<file path="config.mk">
export PLATFORM = sky130hd
export DESIGN_NAME = software_timer_queue_core
export DESIGN_NICKNAME = d
export VERILOG_FILES = /design/src/rtl/stq_pkg.sv /design/src/rtl/stq_datapath.sv /design/src/rtl/stq_ctrl.sv /design/src/rtl/software_timer_queue_core.sv
export VERILOG_INCLUDE_DIRS = /design/src /design/src/rtl
export SDC_FILE = /design/constraint.sdc
export NUM_CORES = 2
export LEC_CHECK = 0
export BUFFER_PORTS_ARGS = -buffer_cell sky130_fd_sc_hd__buf_2
export CAP_MARGIN = 5
export CORE_AREA = 2 2 587 589
export CTS_CLUSTER_SIZE = 8
export DETAILED_ROUTE_END_ITERATION = 8
export DIE_AREA = 0 0 589 591
export GPL_TIMING_DRIVEN = 0
export PLACE_DENSITY = 0.42
export SLEW_MARGIN = 15
export SYNTH_ARGS = -nofsm -noshare
export SYNTH_HDL_FRONTEND = slang
export SYNTH_SLANG_ARGS = --single-unit
</file>
<file path="constraint.sdc">
create_clock -name clk -period 14.46 [get_ports clk]
set_input_delay 2.892 -clock clk [delete_from_list [all_inputs] [get_ports clk]]
set_output_delay 2.892 -clock clk [all_outputs]
set_load 0.005 [all_outputs]
</file>
<file path="src/rtl/software_timer_queue_core_assert.svh">
// Assertion macros shared by the timer queue RTL.
// Depends on nothing; included by the top level only.
`ifndef SOFTWARE_TIMER_QUEUE_CORE_ASSERT_SVH
`define SOFTWARE_TIMER_QUEUE_CORE_ASSERT_SVH

// Implication checked on every clock edge outside reset.
`define STQ_ASSERT_IMP(label, ante, cons, msg) \
    label: assert property (@(posedge clk) disable iff (!rst_n) (ante) |-> (cons)) \
        else $error(msg);

// Implication checked in the cycle after the antecedent.
`define STQ_ASSERT_NEXT(label, ante, cons, msg) \
    label: assert property (@(posedge clk) disable iff (!rst_n) (ante) |=> (cons)) \
        else $error(msg);

`endif

</file>
<file path="src/rtl/stq_pkg.sv">
// Shared types and constants for the timer queue.
// No dependencies; imported by every module of the block.
package stq_pkg;

    localparam int TIMER_SLOTS = 16;
    localparam int TIME_BITS   = 48;
    localparam int MAX_RESULTS = 16;
    localparam int SLOT_BITS   = (TIMER_SLOTS > 1) ? $clog2(TIMER_SLOTS) : 1;
    localparam int CNT_BITS    = $clog2(MAX_RESULTS + 1);
    localparam int HANDLE_BITS = 31;

    typedef enum logic [1:0] {
        CMD_ADD    = 2'd0,
        CMD_CANCEL = 2'd1,
        CMD_TICK   = 2'd2,
        CMD_CLEAR  = 2'd3
    } cmd_t;

    typedef enum logic [2:0] {
        ST_ADDED     = 3'd0,
        ST_FULL      = 3'd1,
        ST_CANCELLED = 3'd2,
        ST_NOTFOUND  = 3'd3,
        ST_FIRED     = 3'd4,
        ST_NONE      = 3'd5,
        ST_CLEARED   = 3'd6
    } status_t;

    typedef enum logic [2:0] {
        S_IDLE,
        S_SCAN,
        S_DECIDE,
        S_FLUSH,
        S_EMIT,
        S_WAIT
    } state_t;

    // Controller to datapath commands.
    typedef struct packed {
        logic    load;       // capture input beat
        logic    do_add;     // store timer in free slot, bump counters
        logic    do_clear;   // drop all valid bits
        logic    scan_start; // reset the best-candidate search
        logic    scan_step;  // look at one slot
        logic    kill_best;  // invalidate the chosen slot, hold its handle
        logic    out_load;   // load output register
        status_t out_status;
        logic    out_use_pend;  // handle of the held firing
        logic    out_use_req;   // handle from request
        logic    out_use_next;  // handle from next_handle
        logic    out_last;
    } stq_cmd_t;

    // Datapath to controller status.
    typedef struct packed {
        cmd_t  cmd;
        logic  full;
        logic  scan_done;
        logic  found;
        logic  [CNT_BITS-1:0] fired;
        logic  out_busy;
    } stq_stat_t;

endpackage

</file>
<file path="src/rtl/stq_datapath.sv">
// Datapath of the timer queue: slot storage, time, handles, search, output register.
// Depends on stq_pkg.
module stq_datapath (
    input  logic                clk,
    input  logic                rst_n,
    input  stq_pkg::stq_cmd_t   ctl,
    output stq_pkg::stq_stat_t  stat,
    input  logic [96:0]         in_data,
    input  logic                cfg_valid,
    input  logic [30:0]         cfg_data,
    output logic [2:0]          out_status,
    output logic [30:0]         out_handle,
    output logic                out_last,
    output logic                out_valid,
    input  logic                out_ready
);
    import stq_pkg::*;

    logic [TIME_BITS-1:0]   dl_reg [TIMER_SLOTS];
    logic [HANDLE_BITS-1:0] hd_reg [TIMER_SLOTS];
    logic [31:0]            ord_reg [TIMER_SLOTS];
    logic [TIMER_SLOTS-1:0] valid_reg;

    logic [TIME_BITS-1:0]   now_reg;
    logic [HANDLE_BITS-1:0] next_handle_reg;
    logic [31:0]            ins_reg;

    cmd_t                   cmd_reg;
    logic [31:0]            arg_reg;
    logic [HANDLE_BITS-1:0] req_reg;

    logic [SLOT_BITS-1:0]   idx_reg;
    logic                   scan_done_reg;
    logic                   found_reg;
    logic [SLOT_BITS-1:0]   best_reg;
    logic [CNT_BITS-1:0]    fired_reg;
    logic [HANDLE_BITS-1:0] pend_reg;

    logic                   ov_reg;
    logic [2:0]             os_reg;
    logic [HANDLE_BITS-1:0] oh_reg;
    logic                   ol_reg;

    // Free slot: lowest invalid index.
    logic [SLOT_BITS-1:0] free_idx;
    logic                 full;
    always_comb
    begin
        free_idx = '0;
        full     = 1'b1;
        for (int i = TIMER_SLOTS - 1; i >= 0; i--)
        begin
            if (!valid_reg[i])
            begin
                free_idx = SLOT_BITS'(i);
                full     = 1'b0;
            end
        end
    end

    // Saturating add of a 32-bit amount to the time base.
    function automatic logic [TIME_BITS-1:0] sat_add(input logic [TIME_BITS-1:0] a,
                                                    input logic [31:0] b);
        logic [TIME_BITS:0] s;
        begin
            s = {1'b0, a} + {{(TIME_BITS - 31){1'b0}}, b};
            sat_add = s[TIME_BITS] ? {TIME_BITS{1'b1}} : s[TIME_BITS-1:0];
        end
    endfunction

    // Candidate test for the slot under the scan pointer.
    logic cand;
    logic better;
    logic [31:0] age_c;
    logic [31:0] age_b;
    always_comb
    begin
        if (cmd_reg == CMD_CANCEL)
            cand = valid_reg[idx_reg] && (hd_reg[idx_reg] == req_reg);
        else
            cand = valid_reg[idx_reg] && (dl_reg[idx_reg] < now_reg);
        age_c = ins_reg - ord_reg[idx_reg];
        age_b = ins_reg - ord_reg[best_reg];
        if (dl_reg[idx_reg] != dl_reg[best_reg])
            better = dl_reg[idx_reg] < dl_reg[best_reg];
        else
            better = age_c > age_b;
    end

    // Slot storage.
    always_ff @(posedge clk)
    begin
        if (ctl.do_add && !full)
        begin
            dl_reg[free_idx]  <= sat_add(now_reg, arg_reg);
            hd_reg[free_idx]  <= next_handle_reg;
            ord_reg[free_idx] <= ins_reg;
        end
    end

    // Control state of the datapath.
    always_ff @(posedge clk or negedge rst_n)
    begin
        if (!rst_n)
        begin
            valid_reg       <= '0;
            now_reg         <= '0;
            next_handle_reg <= '0;
            ins_reg         <= '0;
            cmd_reg         <= CMD_ADD;
            idx_reg         <= '0;
            scan_done_reg   <= 1'b0;
            found_reg       <= 1'b0;
            best_reg        <= '0;
            fired_reg       <= '0;
            ov_reg          <= 1'b0;
        end
        else
        begin
            if (cfg_valid)
                next_handle_reg <= cfg_data;
            if (ctl.load)
            begin
                cmd_reg   <= cmd_t'(in_data[1:0]);
                fired_reg <= '0;
                if (cmd_t'(in_data[1:0]) == CMD_TICK)
                    now_reg <= sat_add(now_reg, in_data[96:65]);
            end
            if (ctl.do_add && !full)
            begin
                valid_reg[free_idx] <= 1'b1;
                ins_reg             <= ins_reg + 32'd1;
                next_handle_reg     <= next_handle_reg + 31'd1;
            end
            if (ctl.do_clear)
                valid_reg <= '0;
            if (ctl.scan_start)
            begin
                idx_reg       <= '0;
                scan_done_reg <= 1'b0;
                found_reg     <= 1'b0;
            end
            else if (ctl.scan_step)
            begin
                if (cand && (!found_reg || better))
                begin
                    best_reg  <= idx_reg;
                    found_reg <= 1'b1;
                end
                if (idx_reg == SLOT_BITS'(TIMER_SLOTS - 1))
                    scan_done_reg <= 1'b1;
                else
                    idx_reg <= idx_reg + SLOT_BITS'(1);
            end
            if (ctl.kill_best)
            begin
                valid_reg[best_reg] <= 1'b0;
                if (cmd_reg == CMD_TICK)
                    fired_reg <= fired_reg + CNT_BITS'(1);
            end
            if (ctl.out_load)
                ov_reg <= 1'b1;
            else if (out_ready)
                ov_reg <= 1'b0;
        end
    end

    // Capture of the request arguments, the held firing and the output payload.
    always_ff @(posedge clk)
    begin
        if (ctl.load)
        begin
            arg_reg <= in_data[33:2];
            req_reg <= in_data[64:34];
        end
        if (ctl.kill_best)
            pend_reg <= hd_reg[best_reg];
        if (ctl.out_load)
        begin
            os_reg <= ctl.out_status;
            ol_reg <= ctl.out_last;
            if (ctl.out_use_pend)
                oh_reg <= pend_reg;
            else if (ctl.out_use_req)
                oh_reg <= req_reg;
            else if (ctl.out_use_next)
                oh_reg <= next_handle_reg;
            else
                oh_reg <= '0;
        end
    end

    assign stat.cmd       = cmd_reg;
    assign stat.full      = full;
    assign stat.scan_done = scan_done_reg;
    assign stat.found     = found_reg;
    assign stat.fired     = fired_reg;
    assign stat.out_busy  = ov_reg && !out_ready;

    assign out_valid  = ov_reg;
    assign out_status = os_reg;
    assign out_handle = oh_reg;
    assign out_last   = ol_reg;
endmodule

</file>
<file path="src/rtl/stq_ctrl.sv">
// Controller state machine of the timer queue.
// Depends on stq_pkg; drives stq_datapath through command signals.
module stq_ctrl (
    input  logic               clk,
    input  logic               rst_n,
    input  logic               in_fire,
    output logic               in_ready,
    input  stq_pkg::stq_stat_t stat,
    output stq_pkg::stq_cmd_t  ctl
);
    import stq_pkg::*;

    state_t state_reg;
    state_t state_next;

    // State register.
    always_ff @(posedge clk or negedge rst_n)
    begin
        if (!rst_n)
            state_reg <= S_IDLE;
        else
            state_reg <= state_next;
    end

    // Next state and commands.
    always_comb
    begin
        state_next = state_reg;
        ctl        = '0;
        ctl.out_status = ST_ADDED;
        in_ready   = 1'b0;
        unique case (state_reg)
            S_IDLE:
            begin
                in_ready = 1'b1;
                if (in_fire)
                begin
                    ctl.load       = 1'b1;
                    ctl.scan_start = 1'b1;
                    state_next     = S_SCAN;
                end
            end
            S_SCAN:
            begin
                if (stat.cmd == CMD_ADD || stat.cmd == CMD_CLEAR)
                    state_next = S_EMIT;
                else if (stat.scan_done)
                    state_next = S_DECIDE;
                else
                    ctl.scan_step = 1'b1;
            end
            S_DECIDE:
            begin
                // Wait until the output register is free.
                if (!stat.out_busy)
                begin
                    ctl.out_load = 1'b1;
                    if (stat.cmd == CMD_CANCEL)
                    begin
                        ctl.out_use_req = 1'b1;
                        ctl.out_last    = 1'b1;
                        ctl.out_status  = stat.found ? ST_CANCELLED : ST_NOTFOUND;
                        ctl.kill_best   = stat.found;
                        state_next      = S_WAIT;
                    end
                    else if (stat.found)
                    begin
                        // A new firing is held; the one held before it goes out, not last.
                        ctl.out_load     = (stat.fired != '0);
                        ctl.out_use_pend = 1'b1;
                        ctl.out_status   = ST_FIRED;
                        ctl.kill_best    = 1'b1;
                        if (stat.fired == CNT_BITS'(MAX_RESULTS - 1))
                            state_next = S_FLUSH;
                        else
                        begin
                            ctl.scan_start = 1'b1;
                            state_next     = S_SCAN;
                        end
                    end
                    else if (stat.fired == '0)
                    begin
                        ctl.out_status = ST_NONE;
                        ctl.out_last   = 1'b1;
                        state_next     = S_WAIT;
                    end
                    else
                    begin
                        // Nothing more is due, so the held firing is the last one.
                        ctl.out_use_pend = 1'b1;
                        ctl.out_status   = ST_FIRED;
                        ctl.out_last     = 1'b1;
                        state_next       = S_WAIT;
                    end
                end
            end
            S_FLUSH:
            begin
                // The firing limit is reached: send the held firing as the last one.
                if (!stat.out_busy)
                begin
                    ctl.out_load     = 1'b1;
                    ctl.out_use_pend = 1'b1;
                    ctl.out_status   = ST_FIRED;
                    ctl.out_last     = 1'b1;
                    state_next       = S_WAIT;
                end
            end
            S_EMIT:
            begin
                if (!stat.out_busy)
                begin
                    ctl.out_load = 1'b1;
                    ctl.out_last = 1'b1;
                    if (stat.cmd == CMD_CLEAR)
                    begin
                        ctl.do_clear   = 1'b1;
                        ctl.out_status = ST_CLEARED;
                    end
                    else if (stat.full)
                        ctl.out_status = ST_FULL;
                    else
                    begin
                        ctl.do_add       = 1'b1;
                        ctl.out_use_next = 1'b1;
                        ctl.out_status   = ST_ADDED;
                    end
                    state_next = S_WAIT;
                end
            end
            S_WAIT:
            begin
                if (!stat.out_busy)
                    state_next = S_IDLE;
            end
            default: state_next = S_IDLE;
        endcase
    end
endmodule

</file>
<file path="src/rtl/software_timer_queue_core.sv">
// Top level of the timer queue: ties the controller and datapath to the stream ports.
// Depends on stq_pkg, stq_ctrl, stq_datapath and the assertion macro header.
//
// Usage:
//   Commands arrive on s_axis (add, cancel, tick, clear), one beat each.
//   Results leave on m_axis; tlast marks the final result of a command.
//   The first_handle register is written on the cfg channel; cfg_ready is
//   high only while the block is idle.
//   Add and clear give one result from S_EMIT, after one pass through S_SCAN.
//   Cancel walks all TIMER_SLOTS slots, one per cycle.
//   A tick runs one slot walk per fired timer. A firing
//   is held until the next walk shows whether another follows, so the first
//   result leaves after two walks and each later one a walk apart; the
//   sixteenth goes out from S_FLUSH with no further walk. A tick with nothing
//   due answers after one walk.
//   One command is in flight at a time; s_axis_tready rises the cycle after
//   the final result beat is taken. The slot walk sets the rate.
//   A stalled m_axis holds the result register; the controller waits before
//   the next result until the beat is taken.
//   Reset clears time, counters, the handle register and all valid bits.
`include "software_timer_queue_core_assert.svh"
module software_timer_queue_core (
    input  logic        clk,
    input  logic        rst_n,
    input  logic        s_axis_tvalid,
    output logic        s_axis_tready,
    input  logic [95:0] s_axis_tdata,  // delay[31:0], handle[62:32], elapsed[94:63], zero fill
    input  logic [1:0]  s_axis_tuser,  // cmd[1:0]
    input  logic        cfg_valid,
    output logic        cfg_ready,
    input  logic [30:0] cfg_data,      // first_handle
    output logic        m_axis_tvalid,
    input  logic        m_axis_tready,
    output logic [31:0] m_axis_tdata,  // handle_out[30:0], zero fill
    output logic [2:0]  m_axis_tuser,  // status[2:0]
    output logic        m_axis_tlast   // last
);
    import stq_pkg::*;

    // Datapath request word, low bit up: cmd, delay, handle, elapsed.
    stq_cmd_t  ctl;
    stq_stat_t stat;
    logic [96:0]  dp_in;
    logic [2:0]   st;
    logic [30:0]  ho;

    assign dp_in = {s_axis_tdata[94:0], s_axis_tuser};
    assign cfg_ready = s_axis_tready;

    stq_ctrl u_ctrl (
        .clk      (clk),
        .rst_n    (rst_n),
        .in_fire  (s_axis_tvalid && s_axis_tready),
        .in_ready (s_axis_tready),
        .stat     (stat),
        .ctl      (ctl)
    );

    stq_datapath u_dp (
        .clk        (clk),
        .rst_n      (rst_n),
        .ctl        (ctl),
        .stat       (stat),
        .in_data    (dp_in),
        .cfg_valid  (cfg_valid && cfg_ready),
        .cfg_data   (cfg_data),
        .out_status (st),
        .out_handle (ho),
        .out_last   (m_axis_tlast),
        .out_valid  (m_axis_tvalid),
        .out_ready  (m_axis_tready)
    );

    assign m_axis_tdata = {1'b0, ho};
    assign m_axis_tuser = st;

    `STQ_ASSERT_IMP(a_idle_no_result, s_axis_tready, !m_axis_tvalid,
        "result pending while the block accepts a command")
    `STQ_ASSERT_NEXT(a_no_accept_busy, s_axis_tvalid && s_axis_tready, !s_axis_tready,
        "second beat accepted while a command is in flight")
    `STQ_ASSERT_NEXT(a_out_hold, m_axis_tvalid && !m_axis_tready,
        m_axis_tvalid && $stable(m_axis_tdata) && $stable(m_axis_tuser) && $stable(m_axis_tlast),
        "result beat changed while stalled")
endmodule
</file>
==> results.txt <==
The number of endpoints with negative hold slack in the final report is 0. The run finished with clean final reports. The number of vias per cell came out at 5.578. The initial utilization of the core area, before any placement, comes to 29.92%. The final-layout fill cell count came out at 32,105. The flip-flop count of the largest register, all copies and words added came out at 768. The cell sitting at the root of the clock tree is a clkbuf_16. The global routing usage summed across all routing layers is 21.88%.

Among all stages on the critical path, the largest delay is contributed by buf_1. In this run the tool buffered the top-level ports with 170 buffer cells. Setup violations remaining at the end of the flow were counted as 0.

The worst-case vdd ir drop is 0.1173 mV. Cells with a size suffix above 1 make up 31.18% of the layout. The synthesis-stage register bit count came out at 2,053. Setup repair after global routing left no endpoint under its margin. The global route total overflow came out at 0. The floorplan step defined a die boundary enclosing 348,100 µm². The I/O pin count came out at 173. The total negative slack for setup checks is 0 ns. The worst slew margin relative to its limit came out at 10.77%.

The number of max-cap violations is 0. After clock tree synthesis, the repair step resized 0 gates. The vertical die dimension is 591 µm.

The number of buffers on the longest clock path is 4. The path category of the worst min-delay check is reg -> reg. The final clock skew came out at 0.04025 ns. The initial antenna violation count came out at 28. Among the stages of the critical path, the cell type that occurs most often is buf_2.

The most repeated cell in the gate-level netlist after synthesis is edfxtp_1. The number of global-route vias before repair came to 64,494. Post-CTS timing repair inserted 0 buffers for setup.

The biggest cell delay along the critical path is 0.92 ns. The DRC violations left is 0. The cell count after synthesis came out at 5,780. In this run the cell area of the synthesized design comes to 102,300 µm². Of all cell types, the one taking the most synthesized area is edfxtp_1. The post-CTS clock slew at the launch and capture registers of the worst setup and hold paths came out at 0.05 ns. STA classifies the critical path startpoint as a flop. The HPWL after detailed placement came out at 271,100 µm. The critical setup path kind is reg -> reg. The number of buffers and inverters on the critical path is 7. Measured along the x axis, the die boundary spans 589 µm. The number of slew-limit violations in the final report is 0.

The most used flip-flop cell after synthesis is edfxtp_1. The remaining antenna violation count came out at 0. For this block, the via count after detailed routing is 62,741. The global placer's final weighted congestion is 0.8329. The cell leakage power is 40.92 nW. The portion of the post-synthesis area used by sequential elements came out at 59.54%. After detailed routing, the average wire length per cell comes to 34.25 µm. The CTS tree is done. The clock insertion delay at the later pin of the skew report is 0.86 ns. The wire length of the first global-routing pass came out at 531,700 µm. Summed over all layers, the routed wires come to 385,200 µm. The post-cts hold buffer count is 0. The level count of the clock H-tree is 5. In this run the standard cell core region covers 341,900 µm². The first-pass iteration count of the detailed router came out at 9.

The maximum frequency from static timing analysis came out at 0.08569 GHz. For the pin with the worst max-slew slack, the measured transition is 1.334 ns. The required time of the worst setup path came out at 15.20 ns.

The number of warnings issued by yosys came out at 0. The total power density per cell area came out at 203.3 nW/µm². In this design, the largest share of critical-path delay is due to buffers and inverters. The number of nets handed over by synthesis was 6,181. The utilization after layout is 35.47%. In the synthesized netlist the async set-or-reset flop fraction comes to 7.209%. The arrival time of data at the critical path endpoint came out at 12.41 ns. The synthesized netlist contains 95 unique library cells. The largest net degree at the start of global routing came out at 68. The initial DRC count came out at 6,878. The clock net sink count is 2,053. In this run the mean area of a mapped cell was 17.70 µm². The share of the synthesized area in the top cell type is 55.92%.

In this run, synthesis inferred 1,905 flip-flops with an integrated enable. The growth of design area from synthesis to finish is 18.56%. The worst path in the final design needs a cycle of 11.67 ns, including I/O delays and setup. In the synthesized netlist, the cells that appear most often are edfxtp_1, mux4_2, ha_1. STA classifies the critical path endpoint as a flop.

The maximum fanout count along the critical path is 10. The share of the clock period used by the worst path after layout came out at 80.71%. TritonCTS created 300 clock buffers. In the final design database the tool counted 6,929 nets.

The floorplan has 215 rows. By area the synthesized netlist is led by edfxtp_1, mux4_2, dfrtp_1.
[metrics by stage]
stage          area [µm²]  setup WS, ns  cells  total power, mW  hold WS (ns)
2_1_floorplan      102300         1.911   5780            14.27        0.4833
3_3_place_gp       108800        -15.72  10507            18.18        0.5094
3_5_place_dp       112900         2.735  10783            18.31        0.5155
4_1_cts            121200         2.725  11234            24.91        0.5270
5_1_grt            121300         2.287  11236            25.81        0.5639
6_report           121300         2.789  11247            24.66        0.5339
[logic make-up (layout without fill, tap and decap cells)]
| group | Yosys count | after routing | share of synthesized area, % |
|---|---|---|---|
| and+or+nand+nor | 779 | 779 | 3.709 |
| adders and majority gates | 267 | 267 | 3.295 |
| AOI/OAI and AO/OA | 717 | 717 | 4.763 |
| xor gates and xnor gates | 223 | 223 | 1.909 |
| muxes | 1157 | 1157 | 24.37 |
| buffers and inverters | 583 | 1480 | 2.411 |
| other | 1 | 14 | 0.003666 |
| DFF | 2053 | 2053 | 59.54 |
[path summary, 6_finish.rpt]
kind / from / endpoint / slack (ns) / cells past startpoint
worst max-delay path: u_dp.idx_reg[1] / u_dp.best_reg[2] / 2.79 / 29
worst min-delay path: u_dp.scan_done_reg / u_dp.scan_done_reg / 0.53 / 1
worst max register to register: u_dp.idx_reg[1] / u_dp.best_reg[2] / 2.79 / 29
worst min register to register: u_dp.scan_done_reg / u_dp.scan_done_reg / 0.53 / 1
max in group asynchronous: rst_n / u_dp.now_reg[11] / 11.31 / 3
min in group asynchronous: rst_n / u_dp.next_handle_reg[14] / 1.91 / 1
[layer usage]
metal / GRT usage, % / wire [µm]
met1: 30.38 / 167000
met2: 35.94 / 184000
met3: 3.156 / 24030
met4: 5.760 / 10170
met5: 0 / 27
[final cells by class]
| cell class | instances | area, µm² | share of cell area, % |
|---|---|---|---|
| Timing Repair Buffer | 446 | 4594 | 3.788 |
| Sequential cell | 2053 | 60910 | 50.22 |
| Clock inverter | 14 | 166.4 | 0.1372 |
| Buffer | 328 | 1632 | 1.345 |
| Inverter | 255 | 964.7 | 0.7954 |
| Clock buffer | 437 | 8202 | 6.763 |
| Antenna cell | 13 | 32.53 | 0.02682 |
| Tap cell | 4557 | 5702 | 4.701 |
| Multi-Input combinational cell | 3144 | 39080 | 32.22 |
[cell usage in the layout, fill, tap and decap left out, types with 27 or more instances in the layout]
master / n
a21oi_1: 185
buf_12: 55
xnor2_1: 141
a221oi_1: 27
a222oi_1: 31
dfrtp_1: 148
nand3_1: 83
mux4_2: 1053
buf_16: 40
buf_2: 267
nor2b_1: 46
nand2_1: 191
buf_4: 144
clkbuf_16: 308
nor2_1: 183
o21ai_0: 118
and3_1: 34
edfxtp_1: 1905
nand4_1: 64
a21o_1: 78
nand2b_1: 27
mux2i_1: 78
a211oi_1: 38
ha_1: 263
inv_1: 252
clkbuf_1: 268
clkbuf_2: 52
buf_6: 65
nor3_1: 48
xor2_1: 82
[where the power goes]
group	switching (mW)	internal [mW]
Sequential	0.549	7.77
Clock	2.65	3.88
Combinational	6.03	3.78
No activity file was read; power rests on OpenSTA's default activity.
